`src/design/ucdp_pkg.sv`:
```
package ucdp_pkg;

  localparam int unsigned BufferBytes = 256;
  localparam int unsigned PacketCap   = 64;

  localparam int unsigned IdxW   = 16;  // byte counter, saturates
  localparam int unsigned LimitW = 9;   // total length, capped at the buffer size
  localparam int unsigned NextW  = 10;  // start of the next descriptor

  localparam logic [LimitW-1:0] LIMIT_RESET = LimitW'(BufferBytes);
  localparam logic [IdxW-1:0]   IDX_MAX     = {IdxW{1'b1}};
  localparam logic [6:0]        MPS_CAP     = 7'(PacketCap);

  // Fixed byte positions in the set.
  localparam logic [IdxW-1:0] POS_LEN_LO = IdxW'(2);
  localparam logic [IdxW-1:0] POS_LEN_HI = IdxW'(3);
  localparam logic [IdxW-1:0] POS_CFG    = IdxW'(5);

  // Descriptor types and endpoint codes.
  localparam logic [7:0] DESC_INTERFACE = 8'h04;
  localparam logic [7:0] DESC_ENDPOINT  = 8'h05;
  localparam logic [7:0] IF_MIN_LEN     = 8'd6;
  localparam logic [7:0] EP_MIN_LEN     = 8'd7;
  localparam logic [7:0] EP_DIR_IN      = 8'h80;
  localparam logic [1:0] EP_XFER_INTR   = 2'b11;

  // Port speed ids.
  localparam logic [3:0] SPEED_FULL  = 4'd1;
  localparam logic [3:0] SPEED_LOW   = 4'd2;
  localparam logic [3:0] SPEED_RESET = SPEED_FULL;

  localparam logic [7:0] IV_RESET   = 8'd8;
  localparam logic [7:0] FS_EXP_MIN = 8'd3;
  localparam logic [7:0] FS_EXP_MAX = 8'd15;

  // Parse results as they stand after the current byte.
  typedef struct packed {
    logic [7:0]        config_id;
    logic [LimitW-1:0] total_length;
    logic [7:0]        interface_class;
    logic              ep_found;
    logic [3:0]        ep_num;
    logic [6:0]        ep_mps;
    logic [7:0]        ep_period;
  } parse_sum_t;

  // Smallest e >= 3 with 2^e >= iv * 8, clamped at 15.
  function automatic logic [7:0] fs_exponent(input logic [7:0] iv);
    logic [7:0] v;
    logic [3:0] bits;
    logic [7:0] e;
    v    = iv - 8'd1;
    bits = 4'd0;
    for (int k = 0; k < 8; k++) begin
      if (v[k]) begin
        bits = 4'(k + 1);
      end
    end
    if (iv <= 8'd1) begin
      e = FS_EXP_MIN;
    end else begin
      e = FS_EXP_MIN + {4'd0, bits};
    end
    if (e > FS_EXP_MAX) begin
      e = FS_EXP_MAX;
    end
    return e;
  endfunction

endpackage

```
`src/design/ucdp_walker.sv`:
```
module ucdp_walker (
  input  logic                 clk_i,
  input  logic                 rst_ni,
  input  logic                 step_i,
  input  logic [7:0]           data_byte_i,
  input  logic                 last_byte_i,
  output ucdp_pkg::parse_sum_t sum_o
);
  import ucdp_pkg::*;

  logic [IdxW-1:0]   byte_index_q, byte_index_d;
  logic [7:0]        len_low_q, len_low_d;
  logic [LimitW-1:0] limit_q, limit_d;
  logic [NextW-1:0]  next_start_q, next_start_d;
  logic [7:0]        cur_len_q, cur_len_d;
  logic [7:0]        cur_type_q, cur_type_d;
  logic              stopped_q, stopped_d;
  logic [7:0]        cfg_val_q, cfg_val_d;
  logic [7:0]        class_q, class_d;
  logic [3:0][7:0]   ep_bytes_q, ep_bytes_d;
  logic [7:0]        iv_pend_q, iv_pend_d;
  logic              ep_found_q, ep_found_d;
  logic [3:0]        ep_num_q, ep_num_d;
  logic [6:0]        ep_mps_q, ep_mps_d;
  logic [7:0]        ep_iv_q, ep_iv_d;

  logic [15:0]      total_raw;
  logic [NextW:0]   next_plus2;
  logic             stop_pre;
  logic             in_walk;
  logic             at_start;
  logic             zero_stop;
  logic             active;
  logic [NextW-1:0] i10;
  logic [NextW-1:0] desc_base;
  logic [NextW-1:0] rel;
  logic             commit;
  logic [15:0]      mps_raw;
  logic [7:0]       ep_addr;
  logic [7:0]       ep_attr;

  always_comb begin
    byte_index_d = byte_index_q;
    len_low_d    = len_low_q;
    limit_d      = limit_q;
    next_start_d = next_start_q;
    cur_len_d    = cur_len_q;
    cur_type_d   = cur_type_q;
    cfg_val_d    = cfg_val_q;
    class_d      = class_q;
    ep_bytes_d   = ep_bytes_q;
    iv_pend_d    = iv_pend_q;
    ep_found_d   = ep_found_q;
    ep_num_d     = ep_num_q;
    ep_mps_d     = ep_mps_q;
    ep_iv_d      = ep_iv_q;

    // Total length from bytes 2 and 3, capped at the buffer size.
    total_raw = {data_byte_i, len_low_q};
    if (byte_index_q == POS_LEN_LO) begin
      len_low_d = data_byte_i;
      limit_d   = {1'b0, data_byte_i};
    end else if (byte_index_q == POS_LEN_HI) begin
      limit_d = (total_raw > 16'(BufferBytes)) ? LIMIT_RESET : total_raw[LimitW-1:0];
    end
    if (byte_index_q == POS_CFG) begin
      cfg_val_d = data_byte_i;
    end

    // The walk stops once the next header no longer fits in the total.
    next_plus2 = {1'b0, next_start_q} + (NextW+1)'(2);
    stop_pre   = stopped_q || (next_plus2 > (NextW+1)'(limit_d));
    in_walk    = !stop_pre && (byte_index_q < IdxW'(limit_d));
    i10        = {1'b0, byte_index_q[LimitW-1:0]};
    at_start   = in_walk && (i10 == next_start_q);
    zero_stop  = at_start && (data_byte_i == 8'd0);
    stopped_d  = stop_pre || zero_stop;

    if (at_start && !zero_stop) begin
      cur_len_d    = data_byte_i;
      cur_type_d   = 8'd0;
      ep_bytes_d   = '0;
      iv_pend_d    = 8'd0;
      next_start_d = i10 + {2'b0, data_byte_i};
    end

    active    = in_walk && !zero_stop;
    desc_base = next_start_d - {2'b0, cur_len_d};
    rel       = i10 - desc_base;
    if (active) begin
      case (rel)
        NextW'(1): cur_type_d    = data_byte_i;
        NextW'(2): ep_bytes_d[0] = data_byte_i;
        NextW'(3): ep_bytes_d[1] = data_byte_i;
        NextW'(4): ep_bytes_d[2] = data_byte_i;
        NextW'(5): ep_bytes_d[3] = data_byte_i;
        NextW'(6): iv_pend_d     = data_byte_i;
        default: ;
      endcase
    end

    // A descriptor takes effect when its last byte is walked.
    commit  = active && ((i10 + NextW'(1)) == next_start_d);
    ep_addr = ep_bytes_d[0];
    ep_attr = ep_bytes_d[1];
    mps_raw = {ep_bytes_d[3], ep_bytes_d[2]};
    if (commit) begin
      if (cur_type_d == DESC_INTERFACE && cur_len_d >= IF_MIN_LEN && class_q == 8'd0) begin
        class_d = ep_bytes_d[3];
      end else if (cur_type_d == DESC_ENDPOINT && cur_len_d >= EP_MIN_LEN && !ep_found_q) begin
        if (((ep_addr & EP_DIR_IN) != 8'd0) && (ep_attr[1:0] == EP_XFER_INTR)) begin
          ep_found_d = 1'b1;
          ep_num_d   = ep_addr[3:0];
          ep_mps_d   = (mps_raw > 16'(PacketCap)) ? MPS_CAP : mps_raw[6:0];
          ep_iv_d    = iv_pend_d;
        end
      end
    end

    if (byte_index_q != IDX_MAX) begin
      byte_index_d = byte_index_q + IdxW'(1);
    end
  end

  assign sum_o = '{
    config_id:       cfg_val_d,
    total_length:    limit_d,
    interface_class: class_d,
    ep_found:        ep_found_d,
    ep_num:          ep_num_d,
    ep_mps:          ep_mps_d,
    ep_period:       ep_iv_d
  };

  always_ff @(posedge clk_i or negedge rst_ni) begin
    if (!rst_ni) begin
      byte_index_q <= '0;
      len_low_q    <= '0;
      limit_q      <= LIMIT_RESET;
      next_start_q <= '0;
      cur_len_q    <= '0;
      cur_type_q   <= '0;
      stopped_q    <= 1'b0;
      cfg_val_q    <= '0;
      class_q      <= '0;
      ep_bytes_q   <= '0;
      iv_pend_q    <= '0;
      ep_found_q   <= 1'b0;
      ep_num_q     <= '0;
      ep_mps_q     <= '0;
      ep_iv_q      <= IV_RESET;
    end else if (step_i && last_byte_i) begin
      // The set is complete: rearm for the next one.
      byte_index_q <= '0;
      len_low_q    <= '0;
      limit_q      <= LIMIT_RESET;
      next_start_q <= '0;
      cur_len_q    <= '0;
      cur_type_q   <= '0;
      stopped_q    <= 1'b0;
      cfg_val_q    <= '0;
      class_q      <= '0;
      ep_bytes_q   <= '0;
      iv_pend_q    <= '0;
      ep_found_q   <= 1'b0;
      ep_num_q     <= '0;
      ep_mps_q     <= '0;
      ep_iv_q      <= IV_RESET;
    end else if (step_i) begin
      byte_index_q <= byte_index_d;
      len_low_q    <= len_low_d;
      limit_q      <= limit_d;
      next_start_q <= next_start_d;
      cur_len_q    <= cur_len_d;
      cur_type_q   <= cur_type_d;
      stopped_q    <= stopped_d;
      cfg_val_q    <= cfg_val_d;
      class_q      <= class_d;
      ep_bytes_q   <= ep_bytes_d;
      iv_pend_q    <= iv_pend_d;
      ep_found_q   <= ep_found_d;
      ep_num_q     <= ep_num_d;
      ep_mps_q     <= ep_mps_d;
      ep_iv_q      <= ep_iv_d;
    end
  end

endmodule

```
`src/design/ucdp_result.sv`:
```
module ucdp_result (
  input  logic                         clk_i,
  input  logic                         rst_ni,
  input  logic                         load_i,
  input  ucdp_pkg::parse_sum_t         sum_i,
  input  logic [3:0]                   port_speed_i,
  input  logic                         out_ready_i,
  output logic                         out_valid_o,
  output logic [7:0]                   config_id_o,
  output logic [ucdp_pkg::LimitW-1:0]  total_length_o,
  output logic [7:0]                   interface_class_o,
  output logic                         endpoint_found_o,
  output logic [3:0]                   endpoint_number_o,
  output logic [4:0]                   context_index_o,
  output logic [6:0]                   max_packet_o,
  output logic [7:0]                   service_interval_o
);
  import ucdp_pkg::*;

  logic              valid_q, valid_d;
  logic [7:0]        cfg_q;
  logic [LimitW-1:0] total_q;
  logic [7:0]        class_q;
  logic              found_q;
  logic [3:0]        num_q;
  logic [4:0]        ctx_q;
  logic [6:0]        mps_q;
  logic [7:0]        svc_q;

  logic [7:0] svc_d;

  always_comb begin
    if (port_speed_i == SPEED_FULL || port_speed_i == SPEED_LOW) begin
      svc_d = fs_exponent(sum_i.ep_period);
    end else if (sum_i.ep_period == 8'd0) begin
      svc_d = 8'd0;
    end else begin
      svc_d = sum_i.ep_period - 8'd1;
    end

    valid_d = valid_q;
    if (out_ready_i) begin
      valid_d = 1'b0;
    end
    if (load_i) begin
      valid_d = 1'b1;
    end
  end

  always_ff @(posedge clk_i or negedge rst_ni) begin
    if (!rst_ni) begin
      valid_q <= 1'b0;
    end else begin
      valid_q <= valid_d;
    end
  end

  always_ff @(posedge clk_i) begin
    if (load_i) begin
      cfg_q   <= sum_i.config_id;
      total_q <= sum_i.total_length;
      class_q <= sum_i.interface_class;
      found_q <= sum_i.ep_found;
      num_q   <= sum_i.ep_found ? sum_i.ep_num : 4'd0;
      ctx_q   <= sum_i.ep_found ? {sum_i.ep_num, 1'b1} : 5'd0;
      mps_q   <= sum_i.ep_found ? sum_i.ep_mps : 7'd0;
      svc_q   <= sum_i.ep_found ? svc_d : 8'd0;
    end
  end

  assign out_valid_o        = valid_q;
  assign config_id_o        = cfg_q;
  assign total_length_o     = total_q;
  assign interface_class_o  = class_q;
  assign endpoint_found_o   = found_q;
  assign endpoint_number_o  = num_q;
  assign context_index_o    = ctx_q;
  assign max_packet_o       = mps_q;
  assign service_interval_o = svc_q;

endmodule

```
`src/design/usb_config_descriptor_parser.sv`:
```
// Channel   Direction  Handshake               Payload
// in        input      in_valid_i/in_ready_o   data_byte_i, last_byte_i
// out       output     out_valid_o/out_ready_i config_id_o .. service_interval_o
// cfg       input      cfg_we_i                cfg_wdata_i (port speed)
//
// One byte is accepted per cycle unless the input stalls. A byte waits in the input
// register, where the descriptor walk updates the parse state; a set's result is loaded
// into the output register as its last byte leaves, if that register is free.
// Reset clears all control and parse state; port speed resets to full speed.
// Only a last byte waits on a full output register, and the input stalls behind it.
module usb_config_descriptor_parser (
  input  logic                        clk_i,
  input  logic                        rst_ni,
  input  logic                        in_valid_i,
  output logic                        in_ready_o,
  input  logic [7:0]                  data_byte_i,
  input  logic                        last_byte_i,
  output logic                        out_valid_o,
  input  logic                        out_ready_i,
  output logic [7:0]                  config_id_o,
  output logic [ucdp_pkg::LimitW-1:0] total_length_o,
  output logic [7:0]                  interface_class_o,
  output logic                        endpoint_found_o,
  output logic [3:0]                  endpoint_number_o,
  output logic [4:0]                  context_index_o,
  output logic [6:0]                  max_packet_o,
  output logic [7:0]                  service_interval_o,
  input  logic                        cfg_we_i,
  input  logic [3:0]                  cfg_wdata_i
);
  import ucdp_pkg::*;

  logic       s1_valid_q, s1_valid_d;
  logic [7:0] s1_data_q;
  logic       s1_last_q;
  logic [3:0] speed_q;
  logic       s1_go;
  logic       in_take;
  parse_sum_t sum;

  // A last byte advances only when the output register can take its result.
  assign s1_go      = s1_valid_q && (!s1_last_q || !out_valid_o || out_ready_i);
  assign in_ready_o = !s1_valid_q || s1_go;
  assign in_take    = in_valid_i && in_ready_o;

  always_comb begin
    s1_valid_d = s1_valid_q;
    if (s1_go) begin
      s1_valid_d = 1'b0;
    end
    if (in_take) begin
      s1_valid_d = 1'b1;
    end
  end

  always_ff @(posedge clk_i or negedge rst_ni) begin
    if (!rst_ni) begin
      s1_valid_q <= 1'b0;
      speed_q    <= SPEED_RESET;
    end else begin
      s1_valid_q <= s1_valid_d;
      if (cfg_we_i) begin
        speed_q <= cfg_wdata_i;
      end
    end
  end

  always_ff @(posedge clk_i) begin
    if (in_take) begin
      s1_data_q <= data_byte_i;
      s1_last_q <= last_byte_i;
    end
  end

  ucdp_walker u_walker (
    .clk_i       (clk_i),
    .rst_ni      (rst_ni),
    .step_i      (s1_go),
    .data_byte_i (s1_data_q),
    .last_byte_i (s1_last_q),
    .sum_o       (sum)
  );

  ucdp_result u_result (
    .clk_i              (clk_i),
    .rst_ni             (rst_ni),
    .load_i             (s1_go && s1_last_q),
    .sum_i              (sum),
    .port_speed_i       (speed_q),
    .out_ready_i        (out_ready_i),
    .out_valid_o        (out_valid_o),
    .config_id_o        (config_id_o),
    .total_length_o     (total_length_o),
    .interface_class_o  (interface_class_o),
    .endpoint_found_o   (endpoint_found_o),
    .endpoint_number_o  (endpoint_number_o),
    .context_index_o    (context_index_o),
    .max_packet_o       (max_packet_o),
    .service_interval_o (service_interval_o)
  );

endmodule
```
`config.mk`:
```
export PLATFORM = sky130hd
export DESIGN_NAME = usb_config_descriptor_parser
export DESIGN_NICKNAME = d
export VERILOG_FILES = /design/src/design/ucdp_pkg.sv /design/src/design/ucdp_walker.sv /design/src/design/ucdp_result.sv /design/src/design/usb_config_descriptor_parser.sv
export SDC_FILE = /design/constraint.sdc
export NUM_CORES = 1
export LEC_CHECK = 0
export ABC_CLOCK_PERIOD_IN_PS = 12800
export BUFFER_PORTS_ARGS = -buffer_cell sky130_fd_sc_hd__clkbuf_2
export CAP_MARGIN = 20
export CORE_ASPECT_RATIO = 0.5
export CORE_MARGIN = 10
export CORE_UTILIZATION = 30
export DETAILED_ROUTE_END_ITERATION = 8
export PLACE_DENSITY_LB_ADDON = 0.1
export SYNTH_ARGS = -nofsm -noshare
export SYNTH_HDL_FRONTEND = slang
export SYNTH_SLANG_ARGS = --single-unit
```
`constraint.sdc`:
```
create_clock -name clk_i -period 12.8 [get_ports clk_i]
set_input_delay 1.92 -clock clk_i [delete_from_list [all_inputs] [get_ports clk_i]]
set_output_delay 1.92 -clock clk_i [all_outputs]
set_load 0.02 [all_outputs]
```
**After elaboration in Yosys (flattened, before gate mapping)**

Index checks and enable logic that the tools add are counted.

- Flip-flop bits (word level): 197
- Input port bits: 18
- Output and inout bits: 52
- Logic and storage cells: 188

- Add/subtract/negate cells: 8
- Order comparisons: 8
- Equal/unequal tests: 17
- Mux-type cells: 88
- Reduce and logical (&&, ||, !) cells: 36

Operator list:

| kind | number |
|---|---|
| two-way mux 8 bit | 38 |
| two-way mux 32 bit | 4 |
| two-way mux 7 bit | 7 |
| two-way mux 16 bit | 3 |
| two-way mux 9 bit | 5 |
| == test 16 x 2 -> 1 bit, second input constant | 2 |
| two-way mux 4 bit | 8 |
| == test 10 x 3 -> 1 bit, second input constant | 3 |
| two-way mux 10 bit | 3 |
| zero test 8 bit | 3 |
| == test 10 x 2 -> 1 bit, second input constant | 2 |
| adder 16 x 1 -> 16 bit, second input constant | 1 |
| == test 16 x 3 -> 1 bit, second input constant | 1 |
| == test 8 x 3 -> 1 bit, second input constant | 2 |
| >= comparator 8 x 3 -> 1 bit, second input constant | 2 |
| > comparator 16 x 7 -> 1 bit, second input constant | 1 |
| > comparator 16 x 9 -> 1 bit, second input constant | 1 |
| less-than comparator 16 x 9 -> 1 bit | 1 |
| inequality test 16 bit, second input constant | 1 |
| logical AND 1 bit | 14 |
| two-way mux 1 bit | 14 |
| two-way mux 3 bit | 4 |
| adder 10 x 2 -> 11 bit, second input constant | 1 |
| > comparator 11 x 9 -> 1 bit | 1 |
| other kinds (19) | 35 |

**Logic depth before layout (Yosys ltp)**

Gate-level depths: netlist (run 1).

- Depth in word-level cells: 40
- Mapped depth: 52
- Mapped depth without buffers: 44

**By module**

Synthesis (run 1) repeated with hierarchy kept, for this count alone.

- Cell total of the unflattened synthesis: 1169
- Area, all modules: 11338.4 um2

Modules (own cells, without submodules):

| module | times used | cells an instance | area each (um2) | sequential area each (um2) |
|---|---|---|---|---|
| ucdp_walker | 1 | 1006 | 8828.5 | 3180.6 |
| ucdp_result | 1 | 138 | 2016.9 | 1376.3 |
| usb_config_descriptor_parser | 1 | 25 | 493.0 | 396.6 |

**Worst setup path before layout (run 1)**

No wires, ideal clock.

- Path type: reg-to-reg
- From: register u_walker.byte_index_q[5]
- To: register u_result.svc_q[2], in the netlist u_result.service_interval_o[2] (data pin)
- Library setup time: 263 ps
- Arrival: 11346 ps
- Data required time: 12537 ps
- Setup slack: 1192 ps
- Cell stages (with the launch flop): 51
- Path buffers: 8
- Clock period less this slack: 11608 ps
- Path through: dfrtp_1 > buf_6 > or4_4 > nor4_2 > and3_1 > and2_1 > clkbuf_1 > a21oi_1 > nand2_1 > o21ai_0 > ha_1 > a211oi_1 > o311ai_0 > a221o_1 > a211oi_2 > o211a_1 > buf_2 > clkbuf_1 > [15 not listed] > or4_1 > buf_2 > nor2_4 > clkbuf_1 > mux2i_1 > ha_1 > clkbuf_1 > inv_1 > nor3_1 > xnor2_1 > o21ai_0 > o21ai_0 > o21ai_0 > a21o_1 > nand2_1 > ha_1 > xnor2_1 > o22ai_1

- Word-level cells in the longest chain between the ends: 39
- Elaborated cells on any way between the ends: 74
- Classes of those cells: add/sub: 6; order compare: 6; eq/ne: 11; mux: 36; reduce/logical: 15

RTL lines:

| item | line | text |
|---|---|---|
| start, declared | ucdp_walker.sv:11 | `logic [IdxW-1:0] byte_index_q, byte_index_d;` |
| start signal, assigned | ucdp_walker.sv:170 | `byte_index_q <= byte_index_d;` |
| == test 16 x 2 -> 1 bit | ucdp_walker.sv:63 | `end else if (byte_index_q == POS_LEN_HI) begin` |
| two-way mux 9 bit | ucdp_walker.sv:63 |  |
| two-way mux 9 bit | ucdp_walker.sv:60 | `if (byte_index_q == POS_LEN_LO) begin` |
| > comparator 11 x 9 -> 1 bit | ucdp_walker.sv:72 | `stop_pre = stopped_q \|\| (next_plus2 > (NextW+1)'(limit_d));` |
| logical OR 1 bit | ucdp_walker.sv:72 |  |
| zero test 1 bit | ucdp_walker.sv:73 | `in_walk = !stop_pre && (byte_index_q < IdxW'(limit_d));` |
| logical AND 1 bit | ucdp_walker.sv:73 |  |
| logical AND 1 bit | ucdp_walker.sv:75 | `at_start = in_walk && (i10 == next_start_q);` |
| [23 not listed] | -- |  |
| two-way mux 4 bit | ucdp_pkg.sv:55 | `if (v[k]) begin` |
| two-way mux 4 bit | ucdp_result.sv:33 | `if (port_speed_i == SPEED_FULL \|\| port_speed_i == SPEED_LOW) begin` |
| adder 2 x 4 -> 5 bit | ucdp_pkg.sv:62 | `e = FS_EXP_MIN + {4'd0, bits};` |
| two-way mux 8 bit | ucdp_pkg.sv:59 | `if (iv <= 8'd1) begin` |
| two-way mux 8 bit | ucdp_result.sv:33 |  |
| > comparator 8 x 4 -> 1 bit | ucdp_pkg.sv:64 | `if (e > FS_EXP_MAX) begin` |
| two-way mux 8 bit | ucdp_pkg.sv:64 |  |
| two-way mux 8 bit | ucdp_result.sv:33 |  |
| end signal, assigned | ucdp_result.sv:67 | `svc_q <= sum_i.ep_found ? svc_d : 8'd0;` |
| end, declared | ucdp_result.sv:28 | `logic [7:0] svc_q;` |

Several ways; a longest one is shown, not always the timed one. The select of a mux whose other input is x is not followed.
A chain may end at the register's enable or synchronous reset.

**Worst setup path in the final report (run 1)**

Same ends and word-level chain as after synthesis.

==> results of run 1 <==
[path summary, 6_finish.rpt]
path,endpoint,depth (start not counted),slack [ns],start
worst min-delay path,u_walker.limit_q[1],2,0.48,u_walker.limit_q[1]
min in group asynchronous,u_walker.limit_q[5],1,1.48,rst_ni
worst max-delay path,u_result.service_interval_o[2],42,0.81,u_walker.byte_index_q[5]
worst max register to register,u_result.service_interval_o[2],42,0.81,u_walker.byte_index_q[5]
max in group asynchronous,u_walker.ep_bytes_q[29],2,9.95,rst_ni
worst min register to register,u_walker.limit_q[1],2,0.48,u_walker.limit_q[1]
[cells in the mapped netlist (38+ instances only)]
cell type  instances  area [um^2]
nor2_1            85          319
dfrtp_1          130         3250
edfxtp_1          54         1620
clkbuf_1          60          225
ha_1              46          576
nand2_1          184          691
xnor2_1           44          385
o21ai_0          121          606
inv_1             38          143
a21oi_1           64          320
a22o_1            39          342
[area by class of cell]
| class | count | area share |
|---|---|---|
| clock buffer | 19 | 0.0353 |
| clock inverter | 13 | 0.0108 |
| inverter | 38 | 0.0109 |
| multi-input combinational | 949 | 0.468 |
| sequential | 187 | 0.377 |
| tap | 520 | 0.0495 |
| timing repair buffer | 107 | 0.0485 |
[through the flow]
stage | std cells | setup slack [ns]
floorplan | 1250 | 1.19
global placement | 1801 | 1.11
detailed placement | 1801 | 0.991
CTS | 1833 | 0.922
global route | 1833 | 0.0564
finish | 1833 | 0.805
[registers in the layout, summed over array words and instances, names as in the netlist, 9 cells and up]
signal / count
u_result.total_length_o: 9
u_walker.byte_index_q: 16
u_walker.ep_bytes_q: 23
u_walker.limit_q: 9
u_walker.next_start_q: 10
[kinds of logic (layout without fill, tap and decap cells)]
kind of cell | Yosys count | count (layout) | synth area share
compound gates | 341 | 341 | 0.189
xor+xnor | 65 | 65 | 0.0492
fa+ha+maj | 52 | 52 | 0.0602
buf+inv | 114 | 177 | 0.0410
flops | 187 | 187 | 0.428
mux | 42 | 42 | 0.0382
simple gates | 449 | 449 | 0.194
[per-layer routing]
layer / global-route usage / share of wire / up-vias
li1: - / - / 4596
met1: 0.230 / 0.50 / 4835
met2: 0.244 / 0.44 / 252
met3: 0.0282 / 0.049 / 38
met4: 0.0464 / 0.015 / 0
met5: 0 / 0 / -
[critical path, delay by kind of cell (launching register included)]
family | cells | cell delay [ns]
AOI/OAI and AO/OA | 17 | 4.23
xor gates and xnor gates | 2 | 0.26
adders and majority gates | 5 | 1.59
buffers and inverters | 2 | 0.34
DFF | 1 | 0.61
muxes | 2 | 0.85
and+or+nand+nor | 14 | 3.86
[power groups by stage]
stage | Combinational, uW | Clock (uW) | Sequential (uW)
final | 1660 | 563 | 738
after global routing | 1840 | 600 | 743
after CTS | 1640 | 577 | 736
after detailed placement | 1630 | 0 | 749
after global placement | 1630 | 0 | 749
after floorplan | 1200 | 0 | 719
==> flow_metrics.env, run 1 <==
export IMPL_status="completed"
export IMPL_ys_seq_elements=187
export IMPL_rsz0062_at_grt="false"
export IMPL_port_buffer_count=69
export IMPL_layout_common_cells="nand2_1, dfrtp_1, o21ai_0"
export IMPL_arrival_ns=12.20
export IMPL_grt_ovfl_total=0
export IMPL_wl_um=38700
export IMPL_nets=1370
export IMPL_grt_max_degree=69
export IMPL_p_comb_frac=0.561
export IMPL_intPower_uw=1610
export IMPL_slowest_stage="o311ai_0"
export IMPL_yosysWarnings=0
export IMPL_die_area_um2=47300
export IMPL_place_congestion=0.902
export IMPL_die_y_um=159
export IMPL_fin_util=0.348
export IMPL_setup_tns_ns=0
export IMPL_hp_class="reg -> reg"
export IMPL_cts_root_buf="clkbuf_16"
export IMPL_die_w_um=298
export IMPL_drv_slew=0
export IMPL_seq_power_share=0.249
export IMPL_post_cts_buffers=0
export IMPL_tightestPinTransition_ns=0.996
export IMPL_grt_pass1_wl_um=59600
export IMPL_grt_pass1_vias=9547
export IMPL_fillers=3834
export IMPL_final_common_cell="nand2_1"
export IMPL_placed_area_um2=12500
export IMPL_powerDensity_nw_per_um2=226
export IMPL_cts_resized=0
export IMPL_syn_nets=1320
export IMPL_end_kind="register"
export IMPL_fin_hold_ws_ns=0.478
export IMPL_max_freq_mhz=83.4
export IMPL_clkPwrFrac=0.190
export IMPL_netlist_instances=1250
export IMPL_pin_count=70
export IMPL_power_switching_share=0.458
export IMPL_drcViolationCount=0
export IMPL_dr_pass1_iters=5
export IMPL_track_usage=0.161
export IMPL_clk_pin_slew_worst_paths_ns=0.08
export IMPL_fin_crit_sh=0.937
export IMPL_insertion_delay_ns=0.46
export IMPL_peakVddDrop_uv=244
export IMPL_startpoint_type="register"
export IMPL_multiInputGateArea_um2=6150
export IMPL_vias=9721
export IMPL_synth_edf_count=54
export IMPL_synth_area_um2=11600
export IMPL_drv_cap=0
export IMPL_ctsHoldBuffers=0
export IMPL_slew_limit_headroom=0.333
export IMPL_path_max_fanout=11
export IMPL_worstSetupPathType="reg -> reg"
export IMPL_fin_area_um2=13100
export IMPL_synth_async_sr_flop_share=0.711
export IMPL_ys_types=80
export IMPL_cts_tree="done"
export IMPL_hpwl_um=27800
export IMPL_cts_buffers=17
export IMPL_p_sw_uw=1360
export IMPL_seq_area_frac_synth=0.428
export IMPL_drt_first_iter_violations=909
export IMPL_cts_max_level=4
export IMPL_avgSynthCellArea_um2=9.25
export IMPL_cellLeakagePower_uw=0.00581
export IMPL_min_period_ns=11.99
export IMPL_setup_violations_final=0
export IMPL_hold_viol=0
export IMPL_wl_per_cell_um=21.1
export IMPL_layout_drive_gt1_share=0.141
export IMPL_n_antenna_cell=0
export IMPL_clock_path_buffers=2
export IMPL_clock_sinks=187
export IMPL_finClkSkew_ns=0.0126
export IMPL_slowest_delay_ns=0.73
export IMPL_antenna_found_initial=0
export IMPL_crit_required_ns=13.01
export IMPL_row_count=50
export IMPL_seq_area_um2=4950
export IMPL_crit_top_cell="o21ai_0"
export IMPL_drtAntennaViolNets=0
export IMPL_power_uw=2960
export IMPL_ys_flop_type="dfrtp_1"
export IMPL_viasPerCell=5.30
export IMPL_synthToLayoutAreaGrowth_pct=13.6
export IMPL_start_util=0.307
export IMPL_core_area_um2=37700
No activity file was read; power rests on OpenSTA's default activity.
==> run 2: changes to the inputs <==
Settings changed: ABC_AREA set to 1.
==> run 2 against run 1 <==
Compared with the run above:
- synthesized cell count grew 6.4%
- routed wire length fell by 12%
- worst setup slack gained 1.3 ns
- highest routed layer unchanged
- sequential share of layout area rose by 2.2 points
- final area shrank 5.6%
- clock skew grew 0.0010 ns
- first-iteration DRC count fell by 15%
- critical path type unchanged
- largest cell class unchanged
- critical path depth up 13
==> flow_metrics.env, run 2 <==
export IMPL_status="completed"
export IMPL_synthToLayoutAreaGrowth_pct=12.0
export IMPL_largest_reg_flops=23
export IMPL_reg_top3="u_walker.ep_bytes_q (23), u_walker.byte_index_q (16), u_walker.next_start_q (10)"
export IMPL_wl_per_cell_um=18.1
export IMPL_antenna_found_initial=0
export IMPL_setup_violations_final=0
export IMPL_clock_path_buffers=2
export IMPL_worstReg2RegStart="u_walker.byte_index_q[1]"
export IMPL_drv_slew=0
export IMPL_viasPerCell=4.96
export IMPL_avgSynthCellArea_um2=8.33
export IMPL_grt_pass1_wl_um=53200
export IMPL_top_register="u_walker.ep_bytes_q"
export IMPL_yosysWarnings=0
export IMPL_pin_count=70
export IMPL_fin_util=0.343
export IMPL_peakVddDrop_uv=225
export IMPL_yosysMostFrequentCell="nand2_1"
export IMPL_min_period_ns=10.69
export IMPL_die_area_um2=45500
export IMPL_cts_root_buf="clkbuf_16"
export IMPL_crit_path_start="u_walker.byte_index_q[1]"
export IMPL_core_area_um2=36200
export IMPL_slowest_stage="xor2_1"
export IMPL_seq_area_frac_synth=0.447
export IMPL_place_congestion=0.891
export IMPL_setup_tns_ns=0
export IMPL_vias=9291
export IMPL_preCtsSetupSlack_ns=2.18
export IMPL_drtAntennaViolNets=0
export IMPL_max_freq_mhz=93.5
export IMPL_synth_edf_count=54
export IMPL_synth_area_um2=11100
export IMPL_synth_top_area_frac=0.294
export IMPL_netlist_instances=1330
export IMPL_crit_family="simple AND/OR/NAND/NOR gates"
export IMPL_crit_required_ns=13.00
export IMPL_power_uw=2700
export IMPL_hpwl_um=24200
export IMPL_rsz0062_at_grt="false"
export IMPL_wl_um=34000
export IMPL_end_kind="register"
export IMPL_crit_top_cell="nand2_1"
export IMPL_slowest_delay_ns=0.78
export IMPL_seq_area_um2=4950
export IMPL_fillers=3781
export IMPL_clk_pin_slew_worst_paths_ns=0.07
export IMPL_ys_seq_elements=187
export IMPL_grt_max_degree=84
export IMPL_ctsHoldBuffers=0
export IMPL_final_common_cell="nand2_1"
export IMPL_finClkSkew_ns=0.0136
export IMPL_row_count=49
export IMPL_startpoint_type="register"
export IMPL_start_util=0.306
export IMPL_nets=1446
export IMPL_insertion_delay_ns=0.45
export IMPL_slew_limit_headroom=0.325
export IMPL_grt_pass1_vias=9068
export IMPL_ys_flop_type="dfrtp_1"
export IMPL_path_max_fanout=54
export IMPL_cts_tree="done"
export IMPL_fin_crit_sh=0.835
export IMPL_syn_nets=1400
export IMPL_arrival_ns=10.90
export IMPL_clock_sinks=187
export IMPL_hp_class="reg -> reg"
export IMPL_ys_types=64
export IMPL_cp_buffers_inverters=6
export IMPL_synth_async_sr_flop_share=0.711
export IMPL_synth_common_cells="nand2_1, inv_1, dfrtp_1"
export IMPL_cts_buffers=17
export IMPL_dr_pass1_iters=5
export IMPL_drt_first_iter_violations=769
export IMPL_post_cts_buffers=0
export IMPL_hold_viol=0
export IMPL_cts_max_level=4
export IMPL_min_from="u_walker.cur_len_q[2]"
export IMPL_finalWorstSetupSlack_ns=2.11
export IMPL_layout_common_cells="nand2_1, inv_1, dfrtp_1"
export IMPL_die_w_um=292
export IMPL_drv_cap=0
export IMPL_tightestPinTransition_ns=1.01
export IMPL_n_antenna_cell=0
export IMPL_grt_ovfl_total=0
export IMPL_cellLeakagePower_uw=0.00578
export IMPL_yosysTopAreaCell="dfrtp_1"
export IMPL_powerDensity_nw_per_um2=217
export IMPL_cts_resized=0
export IMPL_layout_drive_gt1_share=0.133
export IMPL_synth_area_leaders="dfrtp_1, edfxtp_1, nand2_1, inv_1, ha_1"
export IMPL_multiInputGateArea_um2=5110
export IMPL_track_usage=0.150
export IMPL_die_y_um=156
export IMPL_drcViolationCount=0
export IMPL_worstSetupPathType="reg -> reg"
export IMPL_port_buffer_count=69
-- run 2: power by group --
part	switching [uW]	internal, uW	total (uW)
Sequential	43.6	666	710
Combinational	983	471	1450
Clock	249	283	532
Total	1280	1420	2700
-- run 2: worst min-delay path, cell delays in order (launching register included) --
cell,delay [ns]
dfrtp_1,0.34
nand2_1,0.05
o21ai_0,0.06
-- run 2: kinds of logic (layout without fill, tap and decap cells) --
family | after synthesis | count (layout) | synth area share
AOI/OAI and AO/OA | 273 | 273 | 0.149
xor gates and xnor gates | 31 | 31 | 0.0252
adders and majority gates | 52 | 52 | 0.0628
buffers and inverters | 253 | 312 | 0.0934
DFF | 187 | 187 | 0.447
muxes | 2 | 2 | 0.00203
and+or+nand+nor | 532 | 532 | 0.220
-- run 2: worst paths after layout --
path | to | slack, ns | cells past startpoint
worst max-delay path | u_result.service_interval_o[1] | 2.11 | 55
worst max register to register | u_result.service_interval_o[1] | 2.11 | 55
worst min register to register | u_walker.cur_len_q[2] | 0.49 | 2
min in group asynchronous | u_walker.limit_q[3] | 1.55 | 1
worst min-delay path | u_walker.cur_len_q[2] | 0.49 | 2
max in group asynchronous | u_walker.byte_index_q[0] | 9.95 | 2
-- run 2: metal layers --
metal / global-route usage / wire (um) / vias to the layer above
met1: 0.203 / 16500 / 4497
met3: 0.0273 / 1620 / 31
li1: - / - / 4548
met2: 0.241 / 15300 / 215
met5: 0 / 0 / -
met4: 0.0423 / 492 / 0
-- run 2: stage by stage --
stage	instances	hold WS [ns]	area, um^2
final	1873	0.487	12400
after floorplan	1330	0.448	11100
after detailed placement	1841	0.473	11800
after global placement	1841	0.467	11800
after global routing	1873	0.505	12400
after CTS	1873	0.492	12400
-- run 2: layout make-up --
type,count,area share
clock buffer,21,0.0372
inverter,205,0.0622
clock inverter,11,0.00887
sequential,187,0.399
tap,484,0.0488
multi-input combinational,890,0.412
timing repair buffer,75,0.0320
==> run 3: changes to the inputs <==
Settings changed: ABC_AREA 1 to 0, ABC_CLOCK_PERIOD_IN_PS 12800 to 9900.
Clock period 12.8 ns to 9.9 ns, I/O delays scaled along.
==> run 3 against run 2 <==
Compared with the run above:
- the run now ends with setup timing left
- clock skew down 0.00086 ns
- highest routed layer unchanged
- critical path depth fell by 11
- sequential cell count is the same
==> flow_metrics.env, run 3 (same netlist as run 1, synthesis figures left out) <==
export IMPL_status="finished, violations left"
export IMPL_violations="setup timing"
export IMPL_nets=1498
export IMPL_drv_slew=0
export IMPL_fin_hold_ws_ns=0.483
export IMPL_hp_class="reg -> reg"
export IMPL_top_register="u_walker.ep_bytes_q"
export IMPL_crit_family="compound AO/OA/AOI/OAI gates"
export IMPL_drtAntennaViolNets=0
export IMPL_crit_required_ns=10.21
export IMPL_grt_ovfl_total=0
export IMPL_largest_reg_flops=23
export IMPL_final_common_cell="nand2_1"
export IMPL_end_kind="register"
export IMPL_reg_top3="u_walker.ep_bytes_q (23), u_walker.byte_index_q (16), u_walker.next_start_q (10)"
export IMPL_place_congestion=0.859
export IMPL_track_usage=0.165
export IMPL_antenna_found_initial=1
export IMPL_wl_um=40200
export IMPL_path_max_fanout=6
export IMPL_min_period_ns=9.98
export IMPL_clock_sinks=187
export IMPL_row_count=50
export IMPL_cts_tree="done"
export IMPL_grt_pass1_vias=10200
export IMPL_clk_pin_slew_worst_paths_ns=0.08
export IMPL_tightestPinTransition_ns=0.974
export IMPL_port_buffer_count=69
export IMPL_die_area_um2=47300
export IMPL_synthToLayoutAreaGrowth_pct=26.6
export IMPL_fin_area_um2=14600
export IMPL_viasPerCell=5.23
export IMPL_drv_cap=0
export IMPL_power_uw=4690
export IMPL_cts_buffers=17
export IMPL_ctsHoldBuffers=0
export IMPL_insertion_delay_ns=0.46
export IMPL_drt_first_iter_violations=684
export IMPL_layout_common_cells="nand2_1, buf_4, dfrtp_1"
export IMPL_fin_crit_sh=1.01
export IMPL_worstSetupPathType="reg -> reg"
export IMPL_wl_per_cell_um=20.5
export IMPL_cts_max_level=4
export IMPL_slowest_delay_ns=0.59
export IMPL_core_area_um2=37700
export IMPL_grt_max_degree=77
export IMPL_die_y_um=159
export IMPL_rsz0062_at_grt="true"
export IMPL_clock_path_buffers=2
export IMPL_arrival_ns=10.29
export IMPL_setup_violations_final=2
export IMPL_vias=10300
export IMPL_startpoint_type="register"
export IMPL_hold_viol=0
export IMPL_n_antenna_cell=0
export IMPL_slowest_stage="or4_4"
export IMPL_placed_area_um2=13600
export IMPL_max_freq_mhz=100
export IMPL_hpwl_um=28800
export IMPL_powerDensity_nw_per_um2=320
export IMPL_cellLeakagePower_uw=0.00651
export IMPL_finClkSkew_ns=0.0127
export IMPL_layout_drive_gt1_share=0.271
export IMPL_grt_pass1_wl_um=61700
export IMPL_drcViolationCount=0
export IMPL_cp_buffers_inverters=7
export IMPL_die_w_um=298
export IMPL_finalWorstSetupSlack_ns=-0.0809
export IMPL_peakVddDrop_uv=237
export IMPL_instances_no_fill=1961
export IMPL_pin_count=70
export IMPL_post_place_cells=1914
export IMPL_cts_root_buf="clkbuf_16"
export IMPL_slew_limit_headroom=0.348
export IMPL_dr_pass1_iters=5
export IMPL_start_util=0.307
run 3: changes by cell type in the layout (fill, tap and decap cells not counted), moves of 22 or more:
cell | before | now
a22o_1 | 17 | 39
buf_4 | 6 | 158
inv_1 | 187 | 37
mux2i_1 | 0 | 22
nand2_1 | 261 | 174
nand3_1 | 73 | 22
o22ai_1 | 50 | 7
xnor2_1 | 4 | 43
run 3: layout make-up:
class	instances	area, um^2
Timing Repair Buffer	235	1650
Multi-Input combinational cell	949	6690
Inverter	38	143
Sequential cell	187	4960
Clock buffer	19	433
Clock inverter	13	126
Fill cell	3809	23100
Tap cell	520	651
run 3: per-layer routing:
metal  GRT usage  share of wire  up-vias
li1            -              -     4865
met2       0.261           0.46      197
met5           0              0        -
met1       0.235           0.49     5183
met4      0.0322         0.0089        0
met3      0.0278          0.039       19
run 3: repair_timing:
action / in CTS / in global routing
pin swaps: 9 / 26
setup buffers: 5 / 10
endpoints found under the setup margin: 4 / 6
gates resized for setup: 21 / 56
run 3: report_power, final:
group	switching (uW)	internal (uW)
Sequential	81.6	863
Combinational	1660	1400
Clock	348	334
Total	2090	2600
run 3: final timing paths:
kind / startpoint / endpoint / slack, ns / depth (start not counted)
setup / recovery: u_walker.byte_index_q[7] / u_result.service_interval_o[1] / -0.08 / 44
hold / removal: u_walker.ep_bytes_q[0] / u_walker.ep_bytes_q[0] / 0.48 / 1
setup reg to reg: u_walker.byte_index_q[7] / u_result.service_interval_o[1] / -0.08 / 44
hold reg to reg: u_walker.ep_bytes_q[0] / u_walker.ep_bytes_q[0] / 0.48 / 1
max in group asynchronous: rst_ni / u_walker.ep_iv_q[1] / 7.43 / 2
min in group asynchronous: rst_ni / u_walker.byte_index_q[14] / 1.04 / 1
run 3: worst register-to-register path, delay by kind of cell (launching register included):
| kind | cells | cell delay (ns) |
|---|---|---|
| fa+ha+maj | 5 | 1.18 |
| mux | 2 | 0.64 |
| compound gates | 17 | 3.33 |
| flops | 1 | 0.39 |
| buf+inv | 7 | 1.00 |
| simple gates | 13 | 3.28 |
run 3: stage by stage:
step | TNS (ns) | util | worst slack [ns]
after CTS | -0.0135 | 0.379 | -0.0135
after global routing | -1.13 | 0.388 | -0.473
after global placement | -0.265 | 0.361 | -0.143
final | -0.146 | 0.388 | -0.0809
after detailed placement | -0.675 | 0.361 | -0.371
after floorplan | -0.528 | - | -0.276
